===== config.mk =====
export PLATFORM = sky130hd
export DESIGN_NAME = i2c_master_register_transfer_core_flat
export DESIGN_NICKNAME = d
export VERILOG_FILES = /design/src/design/imrt_pkg.sv /design/src/design/imrt_stream_if.sv /design/src/design/imrt_cmd_queue.sv /design/src/design/imrt_engine.sv /design/src/design/i2c_master_register_transfer_core.sv /design/src/flat_wrapper.sv
export SDC_FILE = /design/constraint.sdc
export NUM_CORES = 1
export LEC_CHECK = 0
export CORE_MARGIN = 2
export CORE_UTILIZATION = 37
export DETAILED_ROUTE_END_ITERATION = 8
export DONT_BUFFER_PORTS = 1
export PLACE_DENSITY = 0.48
export SYNTH_ARGS = -nofsm -noshare
export SYNTH_HDL_FRONTEND = slang
export SYNTH_HIERARCHICAL = 1
export SYNTH_SLANG_ARGS = --single-unit

===== constraint.sdc =====
create_clock -name clock -period 5.5 [get_ports clock]
set_input_delay 0.825 -clock clock [delete_from_list [all_inputs] [get_ports clock]]
set_output_delay 0.825 -clock clock [all_outputs]
set_load 0.1 [all_outputs]

===== src/design/imrt_pkg.sv =====
`default_nettype none
package imrt_pkg;

   typedef enum logic [1:0] {
      MODE_TICK  = 2'd0,
      MODE_START = 2'd1,
      MODE_QUEUE = 2'd2,
      MODE_NOP   = 2'd3
   } mode_type;

   typedef enum logic [3:0] {
      PH_IDLE, PH_CHECK, PH_START, PH_TX_LOW, PH_TX_HIGH, PH_ACK_LOW,
      PH_ACK_HIGH, PH_ACK_HOLD, PH_RX_LOW, PH_RX_HIGH, PH_MACK_LOW,
      PH_MACK_HIGH, PH_STOP_LOW, PH_STOP_HIGH, PH_STOP_FREE
   } phase_type;

   typedef enum logic [1:0] {
      ST_OK       = 2'd0,
      ST_NO_ACK   = 2'd1,
      ST_BUS_BUSY = 2'd2,
      ST_UNDERRUN = 2'd3
   } status_type;

   typedef enum logic [1:0] {
      STAGE_DEVICE   = 2'd0,
      STAGE_REGISTER = 2'd1,
      STAGE_DATA     = 2'd2
   } stage_type;

   localparam logic [0:0] CSR_HALF_PERIOD = 1'b0;
   localparam logic [0:0] CSR_ACK_TIMEOUT = 1'b1;
   localparam logic [7:0] MSB_MASK = 8'h80;

   // item handed from the front part to the back part
   typedef struct packed {
      mode_type   mode;
      logic       sda;
      logic       scl;
      logic [7:0] device_byte;
      logic [7:0] register_byte;
      logic       is_read;
      logic [7:0] byte_count;
      logic [7:0] write_byte;
   } cmd_type;

   typedef struct packed {
      logic       scl_drive_low;
      logic       sda_drive_low;
      logic [7:0] read_byte;
      logic       read_valid;
      logic       busy_res;
      logic       done_res;
      status_type status;
      logic       fifo_full;
   } rsp_type;

endpackage
`default_nettype wire


===== src/design/imrt_stream_if.sv =====
`default_nettype none
interface imrt_req_if;
   logic                 valid;
   logic                 ready;
   imrt_pkg::mode_type   mode;
   logic                 sda_in;
   logic                 scl_in;
   logic [7:0]           device_byte;
   logic [7:0]           register_byte;
   logic                 is_read;
   logic [7:0]           byte_count;
   logic [7:0]           write_byte;
   modport source (output valid, mode, sda_in, scl_in, device_byte, register_byte,
                   is_read, byte_count, write_byte, input ready);
   modport sink (input valid, mode, sda_in, scl_in, device_byte, register_byte,
                 is_read, byte_count, write_byte, output ready);
endinterface

interface imrt_rsp_if;
   logic                 valid;
   logic                 ready;
   logic                 scl_drive_low;
   logic                 sda_drive_low;
   logic [7:0]           read_byte;
   logic                 read_valid;
   logic                 busy_res;
   logic                 done_res;
   logic [1:0]           status;
   logic                 fifo_full;
   modport source (output valid, scl_drive_low, sda_drive_low, read_byte, read_valid,
                   busy_res, done_res, status, fifo_full, input ready);
   modport sink (input valid, scl_drive_low, sda_drive_low, read_byte, read_valid,
                 busy_res, done_res, status, fifo_full, output ready);
endinterface
`default_nettype wire


===== src/design/imrt_cmd_queue.sv =====
`default_nettype none
// front part: takes request items, packs them and queues them for the engine
module imrt_cmd_queue (
   input  wire logic              clock,
   input  wire logic              reset,
   imrt_req_if.sink               req,
   output imrt_pkg::cmd_type      cmd_data,
   output logic                   cmd_valid,
   input  wire logic              cmd_take
);
   localparam int DEPTH = 2;

   imrt_pkg::cmd_type slot_ff [DEPTH];
   logic              wr_ptr_ff, wr_ptr_in, rd_ptr_ff, rd_ptr_in;
   logic [1:0]        count_ff, count_in;
   logic              push, pop;
   imrt_pkg::cmd_type packed_cmd;

   always_comb begin
      packed_cmd.mode          = req.mode;
      packed_cmd.sda           = req.sda_in;
      packed_cmd.scl           = req.scl_in;
      packed_cmd.device_byte   = req.device_byte;
      packed_cmd.register_byte = req.register_byte;
      packed_cmd.is_read       = req.is_read;
      packed_cmd.byte_count    = req.byte_count;
      packed_cmd.write_byte    = req.write_byte;
   end

   assign req.ready = (count_ff != 2'(DEPTH));
   assign push      = req.valid && req.ready;
   assign cmd_valid = (count_ff != 2'd0);
   assign pop       = cmd_valid && cmd_take;
   assign cmd_data  = slot_ff[rd_ptr_ff];

   always_comb begin
      wr_ptr_in = push ? ~wr_ptr_ff : wr_ptr_ff;
      rd_ptr_in = pop  ? ~rd_ptr_ff : rd_ptr_ff;
      count_in  = count_ff + {1'b0, push} - {1'b0, pop};
   end

   always_ff @(posedge clock) begin
      if (reset) begin
         wr_ptr_ff <= 1'b0;
         rd_ptr_ff <= 1'b0;
         count_ff  <= 2'd0;
      end else begin
         wr_ptr_ff <= wr_ptr_in;
         rd_ptr_ff <= rd_ptr_in;
         count_ff  <= count_in;
      end
   end

   always_ff @(posedge clock) begin
      if (push) begin
         slot_ff[wr_ptr_ff] <= packed_cmd;
      end
   end
endmodule
`default_nettype wire


===== src/design/imrt_engine.sv =====
`default_nettype none
// back part: bus sequencer, write fifo and result register
module imrt_engine #(
   parameter int FIFO_DEPTH = 16
) (
   input  wire logic              clock,
   input  wire logic              reset,
   input  wire logic              csr_write_enable,
   input  wire logic [0:0]        csr_index,
   input  wire logic [7:0]        csr_write_data,
   input  wire imrt_pkg::cmd_type cmd_data,
   input  wire logic              cmd_valid,
   output logic                   cmd_take,
   imrt_rsp_if.source             rsp
);
   localparam int AW = (FIFO_DEPTH > 1) ? $clog2(FIFO_DEPTH) : 1;
   localparam int LW = $clog2(FIFO_DEPTH + 1);

   logic [7:0]          half_ff, timeout_ff;
   imrt_pkg::phase_type phase_ff, phase_in;
   logic [7:0]          tick_ff, tick_in;
   logic [3:0]          bit_ff, bit_in;
   logic [7:0]          shift_ff, shift_in;
   logic [7:0]          left_ff, left_in;
   logic                dir_ff, dir_in;
   logic [7:0]          reg_ff, reg_in;
   imrt_pkg::stage_type stage_ff, stage_in;
   logic [LW-1:0]       level_ff, level_in;
   logic [AW-1:0]       head_ff, head_in;
   logic                scl_ff, scl_in_n, sda_ff, sda_in_n;
   imrt_pkg::status_type status_ff, status_in;
   logic [7:0]          mem [FIFO_DEPTH];
   logic [7:0]          rd_data_ff;
   logic [7:0]          fifo_out;
   logic                fifo_push, fifo_pop;
   logic [AW-1:0]       wr_addr;
   logic                got_valid, ended, half_done, step;
   logic [7:0]          got;
   logic [7:0]          half_eff, shifted;
   logic [3:0]          bit_next;
   logic                out_valid_ff;
   imrt_pkg::rsp_type   out_ff, out_in;

   function automatic logic [AW-1:0] wrap_add(logic [AW-1:0] a, logic [LW-1:0] b);
      logic [LW:0] s;
      s = {{(LW+1-AW){1'b0}}, a} + {1'b0, b};
      if (s >= (LW+1)'(FIFO_DEPTH)) begin
         s = s - (LW+1)'(FIFO_DEPTH);
      end
      return s[AW-1:0];
   endfunction

   // the result register takes a new item whenever it is empty or being drained
   assign step      = cmd_valid && (!out_valid_ff || rsp.ready);
   assign cmd_take  = step;
   assign half_eff  = (half_ff == 8'd0) ? 8'd1 : half_ff;
   assign half_done = ({1'b0, tick_ff} + 9'd1) >= {1'b0, half_eff};
   assign fifo_out  = rd_data_ff;
   assign wr_addr   = wrap_add(head_ff, level_ff);
   assign shifted   = {shift_ff[6:0], 1'b0};
   assign bit_next  = bit_ff + 4'd1;

   always_comb begin
      phase_in  = phase_ff;
      tick_in   = tick_ff;
      bit_in    = bit_ff;
      shift_in  = shift_ff;
      left_in   = left_ff;
      dir_in    = dir_ff;
      reg_in    = reg_ff;
      stage_in  = stage_ff;
      head_in   = head_ff;
      scl_in_n  = scl_ff;
      sda_in_n  = sda_ff;
      status_in = status_ff;
      fifo_push = 1'b0;
      fifo_pop  = 1'b0;
      got       = 8'd0;
      got_valid = 1'b0;
      ended     = 1'b0;
      if (step) begin
         case (cmd_data.mode)
            imrt_pkg::MODE_START: begin
               if (phase_ff == imrt_pkg::PH_IDLE) begin
                  shift_in  = cmd_data.device_byte;
                  reg_in    = cmd_data.register_byte;
                  dir_in    = cmd_data.is_read;
                  left_in   = cmd_data.byte_count;
                  stage_in  = imrt_pkg::STAGE_DEVICE;
                  bit_in    = 4'd0;
                  tick_in   = 8'd0;
                  status_in = imrt_pkg::ST_OK;
                  scl_in_n  = 1'b0;
                  sda_in_n  = 1'b0;
                  phase_in  = imrt_pkg::PH_CHECK;
               end
            end
            imrt_pkg::MODE_QUEUE: begin
               fifo_push = (level_ff < LW'(FIFO_DEPTH));
            end
            imrt_pkg::MODE_TICK: begin
               if (phase_ff != imrt_pkg::PH_IDLE && phase_ff != imrt_pkg::PH_CHECK &&
                   phase_ff != imrt_pkg::PH_ACK_HIGH) begin
                  tick_in = half_done ? 8'd0 : tick_ff + 8'd1;
               end
               case (phase_ff)
                  imrt_pkg::PH_CHECK: begin
                     if (cmd_data.sda && cmd_data.scl) begin
                        tick_in  = 8'd0;
                        sda_in_n = 1'b1;
                        phase_in = imrt_pkg::PH_START;
                     end else begin
                        status_in = imrt_pkg::ST_BUS_BUSY;
                        phase_in  = imrt_pkg::PH_IDLE;
                        ended     = 1'b1;
                     end
                  end
                  imrt_pkg::PH_START: begin
                     if (half_done) begin
                        stage_in = imrt_pkg::STAGE_DEVICE;
                        bit_in   = 4'd0;
                        phase_in = imrt_pkg::PH_TX_LOW;
                        scl_in_n = 1'b1;
                        sda_in_n = ~shift_ff[7];
                     end
                  end
                  imrt_pkg::PH_TX_LOW: begin
                     if (half_done) begin
                        scl_in_n = 1'b0;
                        phase_in = imrt_pkg::PH_TX_HIGH;
                     end
                  end
                  imrt_pkg::PH_TX_HIGH: begin
                     if (half_done) begin
                        shift_in = shifted;
                        bit_in   = bit_next;
                        scl_in_n = 1'b1;
                        if (bit_next >= 4'd8) begin
                           sda_in_n = 1'b0;
                           phase_in = imrt_pkg::PH_ACK_LOW;
                        end else begin
                           sda_in_n = (shifted & imrt_pkg::MSB_MASK) == 8'd0;
                           phase_in = imrt_pkg::PH_TX_LOW;
                        end
                     end
                  end
                  imrt_pkg::PH_ACK_LOW: begin
                     if (half_done) begin
                        scl_in_n = 1'b0;
                        sda_in_n = 1'b0;
                        phase_in = imrt_pkg::PH_ACK_HIGH;
                     end
                  end
                  imrt_pkg::PH_ACK_HIGH: begin
                     if (!cmd_data.sda) begin
                        tick_in  = 8'd0;
                        phase_in = imrt_pkg::PH_ACK_HOLD;
                     end else if (tick_ff >= timeout_ff) begin
                        status_in = imrt_pkg::ST_NO_ACK;
                        phase_in  = imrt_pkg::PH_STOP_LOW;
                        tick_in   = 8'd0;
                        scl_in_n  = 1'b1;
                        sda_in_n  = 1'b1;
                     end else begin
                        tick_in = tick_ff + 8'd1;
                     end
                  end
                  imrt_pkg::PH_ACK_HOLD: begin
                     if (half_done) begin
                        scl_in_n = 1'b1;
                        sda_in_n = 1'b0;
                        if (stage_ff == imrt_pkg::STAGE_DEVICE && dir_ff) begin
                           if (left_ff == 8'd0) begin
                              status_in = imrt_pkg::ST_OK;
                              phase_in  = imrt_pkg::PH_STOP_LOW;
                              sda_in_n  = 1'b1;
                           end else begin
                              shift_in = 8'd0;
                              bit_in   = 4'd0;
                              phase_in = imrt_pkg::PH_RX_LOW;
                           end
                        end else if (stage_ff == imrt_pkg::STAGE_DEVICE) begin
                           stage_in = imrt_pkg::STAGE_REGISTER;
                           shift_in = reg_ff;
                           bit_in   = 4'd0;
                           phase_in = imrt_pkg::PH_TX_LOW;
                           sda_in_n = ~reg_ff[7];
                        end else if (left_ff == 8'd0 || level_ff == LW'(0)) begin
                           status_in = (left_ff == 8'd0) ? imrt_pkg::ST_OK
                                                         : imrt_pkg::ST_UNDERRUN;
                           phase_in  = imrt_pkg::PH_STOP_LOW;
                           sda_in_n  = 1'b1;
                        end else begin
                           fifo_pop = 1'b1;
                           head_in  = wrap_add(head_ff, LW'(1));
                           left_in  = left_ff - 8'd1;
                           stage_in = imrt_pkg::STAGE_DATA;
                           shift_in = fifo_out;
                           bit_in   = 4'd0;
                           phase_in = imrt_pkg::PH_TX_LOW;
                           sda_in_n = ~fifo_out[7];
                        end
                     end
                  end
                  imrt_pkg::PH_RX_LOW: begin
                     if (half_done) begin
                        scl_in_n = 1'b0;
                        sda_in_n = 1'b0;
                        phase_in = imrt_pkg::PH_RX_HIGH;
                     end
                  end
                  imrt_pkg::PH_RX_HIGH: begin
                     if (half_done) begin
                        shift_in = {shift_ff[6:0], cmd_data.sda};
                        bit_in   = bit_next;
                        scl_in_n = 1'b1;
                        if (bit_next >= 4'd8) begin
                           got       = {shift_ff[6:0], cmd_data.sda};
                           got_valid = 1'b1;
                           if (left_ff != 8'd0) begin
                              left_in = left_ff - 8'd1;
                           end
                           sda_in_n = (left_ff > 8'd1);
                           phase_in = imrt_pkg::PH_MACK_LOW;
                        end else begin
                           sda_in_n = 1'b0;
                           phase_in = imrt_pkg::PH_RX_LOW;
                        end
                     end
                  end
                  imrt_pkg::PH_MACK_LOW: begin
                     if (half_done) begin
                        scl_in_n = 1'b0;
                        phase_in = imrt_pkg::PH_MACK_HIGH;
                     end
                  end
                  imrt_pkg::PH_MACK_HIGH: begin
                     if (half_done) begin
                        scl_in_n = 1'b1;
                        if (left_ff != 8'd0) begin
                           shift_in = 8'd0;
                           bit_in   = 4'd0;
                           sda_in_n = 1'b0;
                           phase_in = imrt_pkg::PH_RX_LOW;
                        end else begin
                           status_in = imrt_pkg::ST_OK;
                           phase_in  = imrt_pkg::PH_STOP_LOW;
                           sda_in_n  = 1'b1;
                        end
                     end
                  end
                  imrt_pkg::PH_STOP_LOW: begin
                     if (half_done) begin
                        scl_in_n = 1'b0;
                        sda_in_n = 1'b1;
                        phase_in = imrt_pkg::PH_STOP_HIGH;
                     end
                  end
                  imrt_pkg::PH_STOP_HIGH: begin
                     if (half_done) begin
                        scl_in_n = 1'b0;
                        sda_in_n = 1'b0;
                        phase_in = imrt_pkg::PH_STOP_FREE;
                     end
                  end
                  imrt_pkg::PH_STOP_FREE: begin
                     if (half_done) begin
                        phase_in = imrt_pkg::PH_IDLE;
                        ended    = 1'b1;
                     end
                  end
                  default: begin
                  end
               endcase
            end
            default: begin
            end
         endcase
      end
   end

   always_comb begin
      level_in = level_ff + LW'(fifo_push) - LW'(fifo_pop);
      out_in.scl_drive_low = scl_in_n;
      out_in.sda_drive_low = sda_in_n;
      out_in.read_byte     = got;
      out_in.read_valid    = got_valid;
      out_in.busy_res      = (phase_in != imrt_pkg::PH_IDLE);
      out_in.done_res      = ended;
      out_in.status        = status_in;
      out_in.fifo_full     = (level_in >= LW'(FIFO_DEPTH));
   end

   always_ff @(posedge clock) begin
      if (reset) begin
         half_ff      <= 8'd2;
         timeout_ff   <= 8'd2;
         phase_ff     <= imrt_pkg::PH_IDLE;
         tick_ff      <= 8'd0;
         bit_ff       <= 4'd0;
         shift_ff     <= 8'd0;
         left_ff      <= 8'd0;
         dir_ff       <= 1'b0;
         reg_ff       <= 8'd0;
         stage_ff     <= imrt_pkg::STAGE_DEVICE;
         level_ff     <= '0;
         head_ff      <= '0;
         scl_ff       <= 1'b0;
         sda_ff       <= 1'b0;
         status_ff    <= imrt_pkg::ST_OK;
         out_valid_ff <= 1'b0;
      end else begin
         if (csr_write_enable) begin
            if (csr_index == imrt_pkg::CSR_HALF_PERIOD) begin
               half_ff <= csr_write_data;
            end else begin
               timeout_ff <= csr_write_data;
            end
         end
         phase_ff  <= phase_in;
         tick_ff   <= tick_in;
         bit_ff    <= bit_in;
         shift_ff  <= shift_in;
         left_ff   <= left_in;
         dir_ff    <= dir_in;
         reg_ff    <= reg_in;
         stage_ff  <= stage_in;
         level_ff  <= level_in;
         head_ff   <= head_in;
         scl_ff    <= scl_in_n;
         sda_ff    <= sda_in_n;
         status_ff <= status_in;
         if (step) begin
            out_valid_ff <= 1'b1;
         end else if (rsp.ready) begin
            out_valid_ff <= 1'b0;
         end
      end
   end

   always_ff @(posedge clock) begin
      if (step) begin
         out_ff <= out_in;
      end
      if (fifo_push) begin
         mem[wr_addr] <= cmd_data.write_byte;
      end
      // registered read of the next head, with the byte being written passed through
      if (fifo_push && wr_addr == head_in) begin
         rd_data_ff <= cmd_data.write_byte;
      end else begin
         rd_data_ff <= mem[head_in];
      end
   end

   assign rsp.valid         = out_valid_ff;
   assign rsp.scl_drive_low = out_ff.scl_drive_low;
   assign rsp.sda_drive_low = out_ff.sda_drive_low;
   assign rsp.read_byte     = out_ff.read_byte;
   assign rsp.read_valid    = out_ff.read_valid;
   assign rsp.busy_res      = out_ff.busy_res;
   assign rsp.done_res      = out_ff.done_res;
   assign rsp.status        = out_ff.status;
   assign rsp.fifo_full     = out_ff.fifo_full;
endmodule
`default_nettype wire


===== src/design/i2c_master_register_transfer_core.sv =====
// I2C register transfer master. Every request item (pin-sample tick, start,
// write-fifo push or no-op) yields exactly one response item carrying the
// line drives and status after that item. One item is taken per clock while
// responses drain: a two-entry command queue feeds the sequencer, whose update and
// response register set the rate; queue and response register decouple the two
// handshakes. The write fifo is FIFO_DEPTH bytes of plain memory, no clearing pass.
`default_nettype none
module i2c_master_register_transfer_core #(
   parameter int FIFO_DEPTH = 16
) (
   input  wire logic       clock,
   input  wire logic       reset,
   input  wire logic       csr_write_enable,
   input  wire logic [0:0] csr_index,
   input  wire logic [7:0] csr_write_data,
   imrt_req_if.sink        req,
   imrt_rsp_if.source      rsp
);
   imrt_pkg::cmd_type cmd_data;
   logic              cmd_valid, cmd_take;

   imrt_cmd_queue u_front (
      .clock(clock), .reset(reset), .req(req),
      .cmd_data(cmd_data), .cmd_valid(cmd_valid), .cmd_take(cmd_take)
   );

   imrt_engine #(.FIFO_DEPTH(FIFO_DEPTH)) u_back (
      .clock(clock), .reset(reset),
      .csr_write_enable(csr_write_enable), .csr_index(csr_index),
      .csr_write_data(csr_write_data),
      .cmd_data(cmd_data), .cmd_valid(cmd_valid), .cmd_take(cmd_take),
      .rsp(rsp)
   );
endmodule
`default_nettype wire


===== src/flat_wrapper.sv =====
// flat-port wrapper written by rule: the top's interface ports become plain ports
module i2c_master_register_transfer_core_flat 
#(
   parameter int FIFO_DEPTH = 16
)
  (clock, reset, csr_write_enable, csr_index, csr_write_data, req_valid, req_mode, req_sda_in, req_scl_in, req_device_byte, req_register_byte, req_is_read, req_byte_count, req_write_byte, req_ready, rsp_valid, rsp_scl_drive_low, rsp_sda_drive_low, rsp_read_byte, rsp_read_valid, rsp_busy_res, rsp_done_res, rsp_status, rsp_fifo_full, rsp_ready);
  imrt_req_if req_i ();
  imrt_rsp_if rsp_i ();
  input  wire logic clock;
  input  wire logic reset;
  input  wire logic csr_write_enable;
  input  wire logic [0:0] csr_index;
  input  wire logic [7:0] csr_write_data;
  input wire logic [$bits(req_i.valid)-1:0] req_valid;
  input wire logic [$bits(req_i.mode)-1:0] req_mode;
  input wire logic [$bits(req_i.sda_in)-1:0] req_sda_in;
  input wire logic [$bits(req_i.scl_in)-1:0] req_scl_in;
  input wire logic [$bits(req_i.device_byte)-1:0] req_device_byte;
  input wire logic [$bits(req_i.register_byte)-1:0] req_register_byte;
  input wire logic [$bits(req_i.is_read)-1:0] req_is_read;
  input wire logic [$bits(req_i.byte_count)-1:0] req_byte_count;
  input wire logic [$bits(req_i.write_byte)-1:0] req_write_byte;
  output wire logic [$bits(req_i.ready)-1:0] req_ready;
  output wire logic [$bits(rsp_i.valid)-1:0] rsp_valid;
  output wire logic [$bits(rsp_i.scl_drive_low)-1:0] rsp_scl_drive_low;
  output wire logic [$bits(rsp_i.sda_drive_low)-1:0] rsp_sda_drive_low;
  output wire logic [$bits(rsp_i.read_byte)-1:0] rsp_read_byte;
  output wire logic [$bits(rsp_i.read_valid)-1:0] rsp_read_valid;
  output wire logic [$bits(rsp_i.busy_res)-1:0] rsp_busy_res;
  output wire logic [$bits(rsp_i.done_res)-1:0] rsp_done_res;
  output wire logic [$bits(rsp_i.status)-1:0] rsp_status;
  output wire logic [$bits(rsp_i.fifo_full)-1:0] rsp_fifo_full;
  input wire logic [$bits(rsp_i.ready)-1:0] rsp_ready;
  assign req_i.valid = req_valid;
  assign req_i.mode = req_mode;
  assign req_i.sda_in = req_sda_in;
  assign req_i.scl_in = req_scl_in;
  assign req_i.device_byte = req_device_byte;
  assign req_i.register_byte = req_register_byte;
  assign req_i.is_read = req_is_read;
  assign req_i.byte_count = req_byte_count;
  assign req_i.write_byte = req_write_byte;
  assign req_ready = req_i.ready;
  assign rsp_valid = rsp_i.valid;
  assign rsp_scl_drive_low = rsp_i.scl_drive_low;
  assign rsp_sda_drive_low = rsp_i.sda_drive_low;
  assign rsp_read_byte = rsp_i.read_byte;
  assign rsp_read_valid = rsp_i.read_valid;
  assign rsp_busy_res = rsp_i.busy_res;
  assign rsp_done_res = rsp_i.done_res;
  assign rsp_status = rsp_i.status;
  assign rsp_fifo_full = rsp_i.fifo_full;
  assign rsp_i.ready = rsp_ready;
  i2c_master_register_transfer_core #(.FIFO_DEPTH(FIFO_DEPTH)) u_core (.clock(clock), .reset(reset), .csr_write_enable(csr_write_enable), .csr_index(csr_index), .csr_write_data(csr_write_data), .req(req_i), .rsp(rsp_i));
endmodule

=== Yosys cells after proc, flatten, opt, wreduce, memory -nomap -nowiden ===
Memories as Yosys holds them, arrays and structs flattened. A register that Yosys moved wholly into a read port is not among the register bits.
Cells that the tools add are included.

* Register bits: 93
* RAM bits: 202
* Input bits: 51
* Output and inout bits: 18
* Word-level logic and storage cells: 282
* Memories kept: 2

* Add/sub/neg operators: 12
* Order comparisons: 8
* Equality and inequality tests: 39
* Muxes and demuxes: 151
* Bitwise logic cells: 6
* Reductions and logical operators: 37

{| class="wikitable"
|+ Memories
! memory !! words !! bits a word !! read ports !! clocked after Yosys merged registers in !! wr ports !! RTL line !! text
|-
| u_core.u_back.mem || 16 || 8 || 1 || 1 || 1 || imrt_engine.sv:32 || <nowiki>logic [7:0] mem [FIFO_DEPTH];</nowiki>
|-
| u_core.u_front.slot_ff || 2 || 37 || 1 || 1 || 1 || imrt_cmd_queue.sv:13 || <nowiki>imrt_pkg::cmd_type slot_ff [DEPTH];</nowiki>
|}

{| class="wikitable"
|+ Operators by type and width
! kind !! count
|-
| two-way mux 8 bit || 25
|-
| two-way mux 4 bit || 38
|-
| case mux 8 bit (2 select lines) || 5
|-
| case mux 4 bit (14 select lines) || 1
|-
| two-way mux 1 bit || 45
|-
| two-way mux 2 bit || 21
|-
| != test 3 bit (second input constant) || 12
|-
| AND reduction 11 bit || 3
|-
| case mux 8 bit (4 select lines) || 1
|-
| equality test 4 bit (second input constant) || 7
|-
| zero test 8 bit || 3
|-
| equality test 4 x 3 -> 1 bit (second input constant) || 4
|-
| case mux 4 bit (2 select lines) || 2
|-
| case mux 4 bit (4 select lines) || 1
|-
| case mux 2 bit (2 select lines) || 3
|-
| greater-or-equal comparator 5 bit (second input constant) || 2
|-
| adder 8 x 1 -> 9 bit (second input constant) || 1
|-
| greater-or-equal comparator 9 x 8 -> 1 bit || 1
|-
| two-way mux 3 bit || 3
|-
| case mux 1 bit (9 select lines) || 1
|-
| AND reduction 3 bit || 3
|-
| adder 8 x 1 -> 8 bit (second input constant) || 1
|-
| equality test 4 x 2 -> 1 bit (second input constant) || 2
|-
| greater-or-equal comparator 8 bit || 1
|-
| 44 further kinds || 67
|}

=== Logic depth before layout (Yosys ltp) ===
Gate-level depths: netlist of run 1.

* Depth in word-level cells: 11
* Gate-level depth with buffers: 21
* Mapped depth without buffers: 21

=== By module ===
Netlist of run 1, hierarchy kept.

{| class="wikitable"
|+ Modules (own cells, without submodules)
! module !! instances !! cells an instance !! area each (sq um) !! seq. area each (sq um)
|-
| imrt_engine || 1 || 919 || 10650.2 || 5865.6
|-
| imrt_cmd_queue || 1 || 139 || 3059.2 || 2322.2
|}

=== Worst setup path after synthesis of run 1 ===
No wires, ideal clock.

* Path kind: reg-to-reg
* From: register u_core.u_back.tick_ff[0]
* To: register u_core.u_back.out_ff (netlist bit u_core/u_back/rsp.fifo_full), data pin
* Setup time: 0.264 ns
* Data arrival time: 3.961 ns
* Data required time: 5.236 ns
* Setup slack: 1.275 ns
* Stages on the path, launching flop included: 20
* Path buffers: 0
* Period minus slack after synthesis: 4.225 ns
* Path through: dfxtp_1 -> ha_1 -> and3_1 -> nand3_1 -> and2_1 -> or2_2 -> ha_1 -> nand3_1 -> a221oi_1 -> o2111a_1 -> ha_1 -> inv_1 -> ha_1 -> inv_1 -> fa_1 -> inv_1 -> a21oi_1 -> nor2_1 -> nor2_1 -> xnor2_1

* Longest elaborated chain between the ends: 8

{| class="wikitable"
|+ Ends and longest elaborated chain
! item !! RTL line !! text
|-
| start, declared || imrt_engine.sv:21 || <nowiki>logic [7:0] tick_ff, tick_in;</nowiki>
|-
| start signal, assigned || imrt_engine.sv:321 || <nowiki>tick_ff <= tick_in;</nowiki>
|-
| adder 8 x 1 -> 9 bit || imrt_engine.sv:57 || <nowiki>assign half_done = ({1'b0, tick_ff} + 9'd1) >= {1'b0, half_eff};</nowiki>
|-
| greater-or-equal comparator 9 x 8 -> 1 bit || imrt_engine.sv:57 ||
|-
| two-way mux 1 bit || imrt_engine.sv:169 || <nowiki>if (half_done) begin</nowiki>
|-
| two-way mux 1 bit || imrt_engine.sv:106 || <nowiki>case (phase_ff)</nowiki>
|-
| two-way mux 1 bit || imrt_engine.sv:82 || <nowiki>case (cmd_data.mode)</nowiki>
|-
| two-way mux 1 bit || imrt_engine.sv:81 || <nowiki>if (step) begin</nowiki>
|-
| subtractor 5 x 1 -> 5 bit || imrt_engine.sv:283 || <nowiki>level_in = level_ff + LW'(fifo_push) - LW'(fifo_pop);</nowiki>
|-
| via u_core.u_back.level_in[4] || imrt_engine.sv:28 || <nowiki>logic [LW-1:0] level_ff, level_in;</nowiki>
|-
| greater-or-equal comparator 5 bit || imrt_engine.sv:291 || <nowiki>out_in.fifo_full = (level_in >= LW'(FIFO_DEPTH));</nowiki>
|-
| end signal, assigned || imrt_engine.sv:343 || <nowiki>out_ff <= out_in;</nowiki>
|-
| end, declared || imrt_engine.sv:42 || <nowiki>imrt_pkg::rsp_type out_ff, out_in;</nowiki>
|}

The timed path passes the listed nets, and every way through them passes these cells.
A chain may end at the register's enable or synchronous reset.

=== Final worst setup path of run 1 ===
Same ends and word-level chain as after synthesis.

==> impl_metrics.ini, run 1 <==
[run_status]
outcome = finished, final reports clean

[global_route]
grt_max_degree = 82
grtUsageTotal_pct = 17.6
grt_pass1_vias = 8527
antenna_found_initial = 3
grt_pass1_wl_mm = 51.6
overflow = 0

[clock_network]
cts.clk_slew.worst_paths_ns = 0.06
postCtsSetupBuffers = 0
clock_sinks = 300
htree_levels = 2
cts_tree = done
cts-resized-gates = 0
cts-buffers-inserted = 35
clk_path_buf_depth = 3
clk_latency_ns = 0.54
hold_buffers = 0
ctsRootBufferMaster = clkbuf_16

[layout]
regArea_mm2 = 0.00819
fill_cells = 3396
layout-drive-gt1-share_pct = 15.7
finalNetCount = 1143
syn_to_final_growth_pct = 11.8
multi_input_area_mm2 = 0.00511

[power]
power_leakage_nw = 5.14
ir_worst_vdd_uv = 277
power_mw = 7.04
powerDensity_mw_per_mm2 = 459

[synthesis]
synth_edf_count = 218
synth_top_area_cell = edfxtp_1
synth_cell_types = 85
yosys-top-cells-area = edfxtp_1 48%, dfxtp_1 12%, mux4_2 6.2%
async_flop_share_pct = 0
syn_inst = 1058
synthTopCellsByCount = 218 x edfxtp_1, 84 x nor2_1, 82 x dfxtp_1
post-synth-top-area-fraction_pct = 47.8
ys_seq_elements = 300
synth.most_common_cell = edfxtp_1
syn_nets = 1143
synth.avg_cell_area_um2 = 13.0
synth_seq_area_share_pct = 59.7
yosysWarnings = 6
syn_area_mm2 = 0.0137
ys_dominant_reg_cell = edfxtp_1

[worst_setup_path]
cp-start-kind = flip-flop
cp_max_fo = 9
setup.worst_path.end_class = flip-flop
ff2ff_setup_slack_ns = 1.14
critPathKind = flip-flop to flip-flop
rr_worst_depth = 20
worstReg2RegStart = u_core/u_back/tick_ff[0]
worstPathRequired_ns = 5.77
worstPathArrival_ns = 4.63
crit_end = u_core/u_back/rsp.fifo_full
rr_endpoint = u_core/u_back/rsp.fifo_full
worstSetupStartpoint = u_core/u_back/tick_ff[0]

[timing]
setup_viol = 0
hold_viol_final = 0
finalCritPeriodShare_pct = 79.2
rsz0062_at_grt = false
clock_skew_ns = 0.0155
max_freq_mhz = 230
slew_violations = 0
fin_setup_tns_ns = 0
period_minus_slack_ns = 4.36
slew_headroom_pct = 18.1
tightest_slew_ns = 1.22

[place]
port_buffers = 0
gp_congestion = 0.891
dp_hpwl_mm = 23.0

[routing]
drt-total-wl_mm = 34.0
avgRoutedWirePerCell_um = 21.9
drc = 0
detail_route.iter0.violations = 704
vias_per_cell = 5.56
first_pass_iters = 5
vias = 8659
ant_nets = 0

[die]
rows = 70
dieArea_mm2 = 0.0386
core_area_mm2 = 0.0365
start_util_pct = 37.5
io_pins = 69
die_w_um = 196
die_y_um = 196

[run]
maxCapViolCount = 0

[worst_hold_path]
hold_class = input pin to flip-flop
min_path_cells = 1
-- logic make-up (layout without fill, tap and decap cells) --
logic type,count (synthesis),in the layout,share of synthesized area [%]
xor gates and xnor gates,23,23,1.47
AOI/OAI and AO/OA,217,217,10.7
adders and majority gates,34,34,3.21
muxes,85,85,10.9
other,0,4,0
and+or+nand+nor,310,310,10.9
DFF,300,300,59.7
buffers and inverters,89,116,3.10
-- placed cells by master (no fill, tap or decap), types with 9 or more instances in the layout --
cell type  synthesis  layout
nand2_1           78      78
nor2b_1           17      17
edfxtp_1         218     218
a21oi_1           77      77
ha_1              32      32
clkinv_1           1       9
mux4_2            38      38
xor2_1             9       9
o21ai_0           38      38
inv_1             35      35
clkbuf_16          0      36
and2_1            11      11
buf_4              1      16
nand2b_1          10      10
mux2_4            31      31
mux2_2            10      10
nor2_1            84      83
xnor2_1           14      14
nand3_1           37      37
nor3_1            19      18
dfxtp_1           82      80
-- worst max-delay path, cell delays in order (launching register included) --
cell      delay [ns]
dfxtp_1         0.45
ha_1            0.25
and3_1          0.28
nand3_1         0.12
and2_1          0.18
or2_2           0.29
ha_1            0.29
nand3_1         0.09
a221oi_1        0.24
buf_4           0.22
o2111a_1        0.36
ha_1            0.27
inv_1           0.05
ha_1            0.15
inv_1           0.06
fa_1            0.40
inv_1           0.07
a21oi_1         0.05
nor2_1          0.09
nor2_1          0.06
xnor2_1         0.13
-- state kept, by name (all words and copies together) (netlist names), 2 cells and up, named ones only --
register,cells
u_core/u_back/mem,128
u_core/u_front/slot_ff,74
u_core/u_back/half_ff,8
u_core/u_back/left_ff,8
u_core/u_back/reg_ff,8
u_core/u_back/rsp.read_byte,8
u_core/u_back/shift_ff,8
u_core/u_back/tick_ff,8
u_core/u_back/timeout_ff,8
u_core/u_back/level_ff,5
u_core/u_back/bit_ff,4
u_core/u_back/head_ff,4
u_core/u_back/phase_ff,4
u_core/u_back/rsp.status,2
u_core/u_back/stage_ff,2
u_core/u_back/status_ff,2
u_core/u_front/count_ff,2
-- per-stage QoR --
step | std cells | setup WS [ns] | cell area [um2] | utilization [%] | hold WS (ns)
after floorplan | 1058 | 1.28 | 13700 | - | 0.435
after global placement | 1489 | 1.25 | 14100 | 38.7 | 0.441
after detailed placement | 1489 | 1.17 | 14100 | 38.7 | 0.441
after CTS | 1553 | 1.14 | 15300 | 41.9 | 0.345
after global routing | 1553 | 0.736 | 15300 | 41.9 | 0.360
final | 1557 | 1.14 | 15300 | 42.0 | 0.370
-- routing by layer --
layer	vias to the layer above	track usage [%]	wire (um)
li1	4030	-	-
met1	4345	25.6	16300
met2	236	26.2	14800
met3	48	4.24	2180
met4	0	5.19	741
met5	-	0	0
-- how the worst min path moves through the flow --
stage | startpoint | to | slack, ns
after floorplan | u_core/u_back/timeout_ff[1] | u_core/u_back/timeout_ff[1] | 0.44
after global placement | u_core/u_back/timeout_ff[4] | u_core/u_back/timeout_ff[4] | 0.44
after detailed placement | u_core/u_back/half_ff[0] | u_core/u_back/half_ff[0] | 0.44
after CTS | reset | u_core/u_back/rsp.valid | 0.35
after global routing | req_mode[1] | u_core/u_front/slot_ff[0][36] | 0.36
final | reset | u_core/u_back/rsp.valid | 0.37
-- power by group --
part / total (mW) / internal [mW] / switching [mW]
registers: 3.28 / 2.78 / 0.500
logic: 1.40 / 0.482 / 0.915
clock network: 2.36 / 1.43 / 0.934
total: 7.04 / 4.69 / 2.35
-- layout make-up --
cell class	count	area share [%]
flip-flops and latches	300	53.4
clock inverters	20	1.49
well taps	468	3.82
clock buffers	44	6.20
diodes	4	0.0653
multi-input cells	669	33.3
inverters	36	0.881
repair buffers	16	0.783
Power figures use the tool's default switching activity.
==> run 2: changes to the inputs <==
--- a/config.mk
+++ b/config.mk
@@ -5,6 +5,7 @@
 export SDC_FILE = /design/constraint.sdc
 export NUM_CORES = 1
 export LEC_CHECK = 0
+export ABC_AREA = 1
 export CORE_MARGIN = 2
 export CORE_UTILIZATION = 37
 export DETAILED_ROUTE_END_ITERATION = 8
==> constraint.sdc (replaced) <==
create_clock -name clock -period 4.1 [get_ports clock]
set_input_delay 0.615 -clock clock [delete_from_list [all_inputs] [get_ports clock]]
set_output_delay 0.615 -clock clock [all_outputs]
set_load 0.1 [all_outputs]
==> impl_metrics.ini, run 2 <==
[run_status]
outcome = finished, final reports clean

[layout]
fill_cells = 3566
largest_reg_flops = 128
largest-register = u_core/u_back/mem
finalNetCount = 1465
mostFrequentLayoutCells = 218 x edfxtp_1, 200 x nor2_1, 176 x nand2_1, 140 x o21ai_0, 121 x inv_1
top_regs = u_core/u_back/mem x128, u_core/u_front/slot_ff x74
syn_to_final_growth_pct = 12.6
antenna_cells = 0
final_common_cell = edfxtp_1
layout-drive-gt1-share_pct = 11.9

[die]
start_util_pct = 37.7
core_area_mm2 = 0.0368
die_w_um = 198
io_pins = 69
die_y_um = 198
dieArea_mm2 = 0.0391
rows = 70

[power]
power_leakage_nw = 5.93
ir_worst_vdd_uv = 423
powerDensity_mw_per_mm2 = 614
power_mw = 9.58

[worst_setup_path]
setup.worst_path.end_class = flip-flop
critPathKind = flip-flop to flip-flop
worstPathArrival_ns = 4.08
crit_chain = ha_2, nand2_2, nor2_4, nand3_1, xor2_1, inv_1, ha_1, a21oi_2, o211ai_1, nor2_2, nand3_2, nand2_2, inv_1, ha_1, inv_1, ha_1, inv_1, fa_1, o31ai_2, xnor2_1, inv_1
ff2ff_setup_slack_ns = 0.29
cp_max_fo = 5
cpPeakStageDelay_ns = 0.40
cp-start-kind = flip-flop
cp_common_cell = inv_1
cp_slowest_cell = fa_1
worstPathRequired_ns = 4.37
rr_worst_depth = 21

[synthesis]
post_synth_xor_area_fraction_pct = 1.14
syn_nets = 1445
yosys-top-cells-area = edfxtp_1 47%, dfxtp_1 12%, nor2_1 5.4%
synth.avg_cell_area_um2 = 10.2
muxShareOfSynthArea_pct = 3.81
synth.most_common_cell = edfxtp_1
synthSimpleGateAreaFrac_pct = 15.5
synthTopCellsByCount = 218 x edfxtp_1, 201 x nor2_1, 177 x nand2_1
synth_top_area_cell = edfxtp_1
post-synth-top-area-fraction_pct = 47.2
synth_compound_area_share_pct = 11.8
syn_inst = 1360
synth_cell_types = 59
ys_dominant_reg_cell = edfxtp_1
ys_seq_elements = 300
synth_fa_ha_area_share_pct = 3.17
synth_seq_area_share_pct = 59.0
yosysWarnings = 6
async_flop_share_pct = 0
syn_area_mm2 = 0.0139
synth_top_family_by_area = simple AND/OR/NAND/NOR gates
synth_edf_count = 218

[place]
port_buffers = 0
dp_hpwl_mm = 24.0
gp_congestion = 0.865

[run]
maxCapViolCount = 0

[routing]
detail_route.iter0.violations = 416
vias = 9652
drt-total-wl_mm = 34.9
avgRoutedWirePerCell_um = 18.6
vias_per_cell = 5.15
ant_nets = 0
drc = 0
first_pass_iters = 5

[worst_hold_path]
min_path_cells = 1
hold_class = input pin to flip-flop

[clock_network]
htree_levels = 2
hold_buffers = 0
clk_latency_ns = 0.53
cts_tree = done
ctsRootBufferMaster = clkbuf_16
cts-buffers-inserted = 36
clk_path_buf_depth = 3
cts.clk_slew.worst_paths_ns = 0.05
clock_sinks = 300

[timing]
slew_headroom_pct = 31.0
hold_viol_final = 0
fin_setup_tns_ns = 0
rsz0062_at_grt = false
tightest_slew_ns = 1.04
worst_hold_slack_ns = 0.152
period_minus_slack_ns = 3.81
clock_skew_ns = 0.0132
finalCritPeriodShare_pct = 92.8
setup_viol = 0
slew_violations = 0
max_freq_mhz = 263

[global_route]
grt_max_degree = 38
overflow = 0
grt_pass1_vias = 9683
grt_pass1_wl_mm = 54.8
antenna_found_initial = 2
grtUsageTotal_pct = 18.3
[run 2: cell count changes in the layout (fill, tap and decap cells not counted), sizes merged, moves of 14 or more]
| cell | delta |
|---|---|
| mux4 | -38 |
| o21ai | +112 |
| nand2 | +103 |
| nor2b | -17 |
| nor2 | +130 |
| inv | +96 |
| nor3 | -14 |
| nand3 | +39 |
| o22ai | +20 |
[run 2: final timing paths]
path | from | to
setup / recovery | u_core/u_back/tick_ff[1] | u_core/u_back/rsp.fifo_full
hold / removal | reset | u_core/u_back/tick_ff[1]
setup reg to reg | u_core/u_back/tick_ff[1] | u_core/u_back/rsp.fifo_full
hold reg to reg | u_core/u_back/stage_ff[1] | u_core/u_back/stage_ff[1]
[run 2: repair_timing]
action                     4_1_cts  5_1_grt
setup buffers                    0        1
resized for setup                0        6
setup endpoints to repair        0        2
[run 2: through the flow]
| step | area, um2 | worst slack, ns | instances | util (%) |
|---|---|---|---|---|
| finish | 15600 | 0.293 | 1875 | 42.5 |
| global route | 15600 | 0.00372 | 1875 | 42.5 |
| CTS | 15600 | 0.0670 | 1874 | 42.4 |
| detailed placement | 14400 | 0.115 | 1809 | 39.2 |
| global placement | 14400 | 0.171 | 1809 | 39.2 |
| floorplan | 13900 | 0.311 | 1360 | - |
[run 2: area by class of cell]
class | count | area, um2 | area share (%)
clock buffers | 47 | 973 | 6.23
flip-flops and latches | 300 | 8190 | 52.4
inverters | 136 | 513 | 3.28
clock inverters | 18 | 194 | 1.24
multi-input cells | 877 | 4940 | 31.7
well taps | 468 | 586 | 3.75
repair buffers | 29 | 218 | 1.39
[run 2: worst max-delay path, delay by kind of cell (launching register included)]
family	cells	cell delay, ns
adders and majority gates	5	1.38
and+or+nand+nor	6	0.67
AOI/OAI and AO/OA	3	0.49
DFF	1	0.37
xor gates and xnor gates	2	0.31
buffers and inverters	5	0.30
[run 2: metal layers]
metal	GRT usage, %	wire length (um)	part of all wire [%]
met2	30.6	16600	47
met5	0	11	0.032
met3	3.76	1700	4.9
met1	23.9	15800	45
met4	5.37	837	2.4
[run 2: logic make-up (layout without fill, tap and decap cells)]
family / count (synthesis) / in the layout
AND/OR/NAND/NOR: 497 / 497
adder cells (fa/ha/maj): 34 / 34
AO/OA/AOI/OAI: 291 / 291
multiplexers: 37 / 37
flip-flops: 300 / 300
XOR/XNOR: 18 / 18
buffers and inverters: 183 / 230
[run 2: power breakdown]
part	total (mW)	internal [mW]	switching [mW]	leakage (nW)
Sequential	4.45	3.76	0.685	2.67
Combinational	2.03	0.651	1.38	2.70
Clock	3.10	1.87	1.23	0.564
Total	9.58	6.29	3.30	5.93
==> run 3: changes to the inputs <==
==> constraint.sdc (replaced) <==
create_clock -name clock -period 3.67 [get_ports clock]
set_input_delay 0.5505 -clock clock [delete_from_list [all_inputs] [get_ports clock]]
set_output_delay 0.5505 -clock clock [all_outputs]
set_load 0.1 [all_outputs]
==> impl_metrics.ini, run 3 (synthesized netlist as in run 2, its figures left out) <==
[run_status]
outcome = finished, final reports clean

[worst_setup_path]
rr_worst_depth = 22
critical_path_buf_inv_count = 6
crit_end = u_core/u_back/rsp.fifo_full
rr_endpoint = u_core/u_back/rsp.fifo_full
cp-start-kind = flip-flop
cp_num_cells = 22
crit_family = adder cells
cp_max_fo = 4
cpPeakStageDelay_ns = 0.43
worstPathRequired_ns = 3.96
crit_chain = nand3_2, nor2_2, nand2_1, xor2_2, inv_1, ha_1, nand2_2, inv_2, nand3_2, nor2_2, nor2_2, nand3_2, nand2_2, inv_2, ha_4, inv_2, ha_4, inv_2, fa_2, o31ai_4, xnor2_2, inv_1
cp_common_cell = inv_2
cp_slowest_cell = dfxtp_1
worstReg2RegStart = u_core/u_back/tick_ff[2]
worstPathArrival_ns = 3.76
critPathKind = flip-flop to flip-flop
worstSetupStartpoint = u_core/u_back/tick_ff[2]
setup.worst_path.end_class = flip-flop
ff2ff_setup_slack_ns = 0.20

[timing]
clock_skew_ns = 0.0121
finalCritPeriodShare_pct = 94.7
period_minus_slack_ns = 3.47
hold_viol_final = 0
tightest_slew_ns = 1.02
fin_setup_tns_ns = 0
slew_violations = 0
max_freq_mhz = 288
setup_viol = 0
slew_headroom_pct = 32.2

[routing]
vias = 9709
avgRoutedWirePerCell_um = 18.5
ant_nets = 0
vias_per_cell = 5.13
detail_route.iter0.violations = 504
first_pass_iters = 5
drt-total-wl_mm = 35.1
drc = 0

[global_route]
grt_pass1_wl_mm = 55.3
overflow = 0
antenna_found_initial = 2
grtUsageTotal_pct = 18.5
grt_max_degree = 65
grt_pass1_vias = 9728

[clock_network]
cts_tree = done
htree_levels = 2
cts.clk_slew.worst_paths_ns = 0.06
clk_latency_ns = 0.54
clock_sinks = 300
ctsRootBufferMaster = clkbuf_16
cts-buffers-inserted = 35
clk_path_buf_depth = 3
hold_buffers = 0

[die]
start_util_pct = 37.7
die_y_um = 198
io_pins = 69
rows = 70
dieArea_mm2 = 0.0391
die_w_um = 198
core_area_mm2 = 0.0368

[place]
dp_hpwl_mm = 23.6
gp_congestion = 0.897
dp.cells = 1826
port_buffers = 0

[worst_hold_path]
hold_class = input pin to flip-flop

[layout]
top_regs = u_core/u_back/mem x128, u_core/u_front/slot_ff x74
largest-register = u_core/u_back/mem
syn_to_final_growth_pct = 14.0
regArea_mm2 = 0.00820
fill_cells = 3580
multi_input_area_mm2 = 0.00507
finalNetCount = 1488
antenna_cells = 0
mostFrequentLayoutCells = 218 x edfxtp_1, 198 x nor2_1, 175 x nand2_1, 140 x o21ai_0, 115 x inv_1
layout-drive-gt1-share_pct = 14.9
largest_reg_flops = 128
final_common_cell = edfxtp_1
fin_cells = 1894

[power]
power_mw = 10.5
combPwrFrac_pct = 22.5
clkPwrFrac_pct = 30.5
p_seq_share_pct = 47.0
p_sw_mw = 3.67
internal-power_mw = 6.86
power_leakage_nw = 6.02
powerDensity_mw_per_mm2 = 666
switching_share_pct = 34.8
ir_worst_vdd_uv = 446

[run]
maxCapViolCount = 0
## run 3: cell types whose count changed in the layout (fill, tap and decap cells not counted), moves of 4 or more
cell      previous run  this run
buf_4               29        53
ha_4                 1         6
ha_1                30        26
clkinv_1            11         7
inv_2               12        18
inv_1              121       115
## run 3: layout make-up
cell class	instances	area share, %
clock buffer	46	5.93
clock inverter	14	0.704
inverter	136	3.24
multi-input combinational	877	32.1
sequential	300	51.8
tap	468	3.70
timing repair buffer	53	2.52
## run 3: power by group through the flow
stage	Clock, mW	Sequential [mW]	Combinational (mW)
after detailed placement	0	5.03	2.34
after floorplan	0	4.98	1.68
after global routing	3.46	4.99	2.65
after global placement	0	5.02	2.35
final	3.21	4.95	2.37
after CTS	3.33	4.96	2.37
## run 3: layer usage
| metal | wire (um) | GRT usage [%] | share of wire [%] | up-vias |
|---|---|---|---|---|
| li1 | - | - | - | 4801 |
| met4 | 877 | 5.29 | 2.5 | 4 |
| met1 | 15600 | 23.5 | 44 | 4659 |
| met5 | 23 | 0 | 0.065 | - |
| met2 | 16900 | 31.4 | 48 | 190 |
| met3 | 1770 | 4.34 | 5.0 | 55 |
## run 3: repair_timing
action,in CTS,in global routing
gates resized for setup,3,26
setup buffers,2,6
pin swaps,2,13
endpoints found under the setup margin,1,3
## run 3: worst min path at each step
stage / from / endpoint / cells past startpoint
floorplan: u_core/u_back/reg_ff[1] / u_core/u_back/reg_ff[1] / 2
global placement: u_core/u_back/stage_ff[1] / u_core/u_back/stage_ff[1] / 2
detailed placement: u_core/u_back/stage_ff[1] / u_core/u_back/stage_ff[1] / 2
CTS: reset / u_core/u_back/tick_ff[1] / 1
global route: reset / u_core/u_back/shift_ff[7] / 1
finish: reset / u_core/u_back/tick_ff[1] / 1
## run 3: through the flow
step           instance area [um2]  setup WS, ns  hold WS (ns)  util, %
2_1_floorplan                13900        0.0272         0.430        -
3_3_place_gp                 14600        0.0730         0.444     39.6
3_5_place_dp                 14600       -0.0171         0.448     39.6
4_1_cts                      15600       0.00276        0.0602     42.5
5_1_grt                      15800       -0.0337        0.0575     43.0
6_report                     15800         0.195        0.0873     43.0
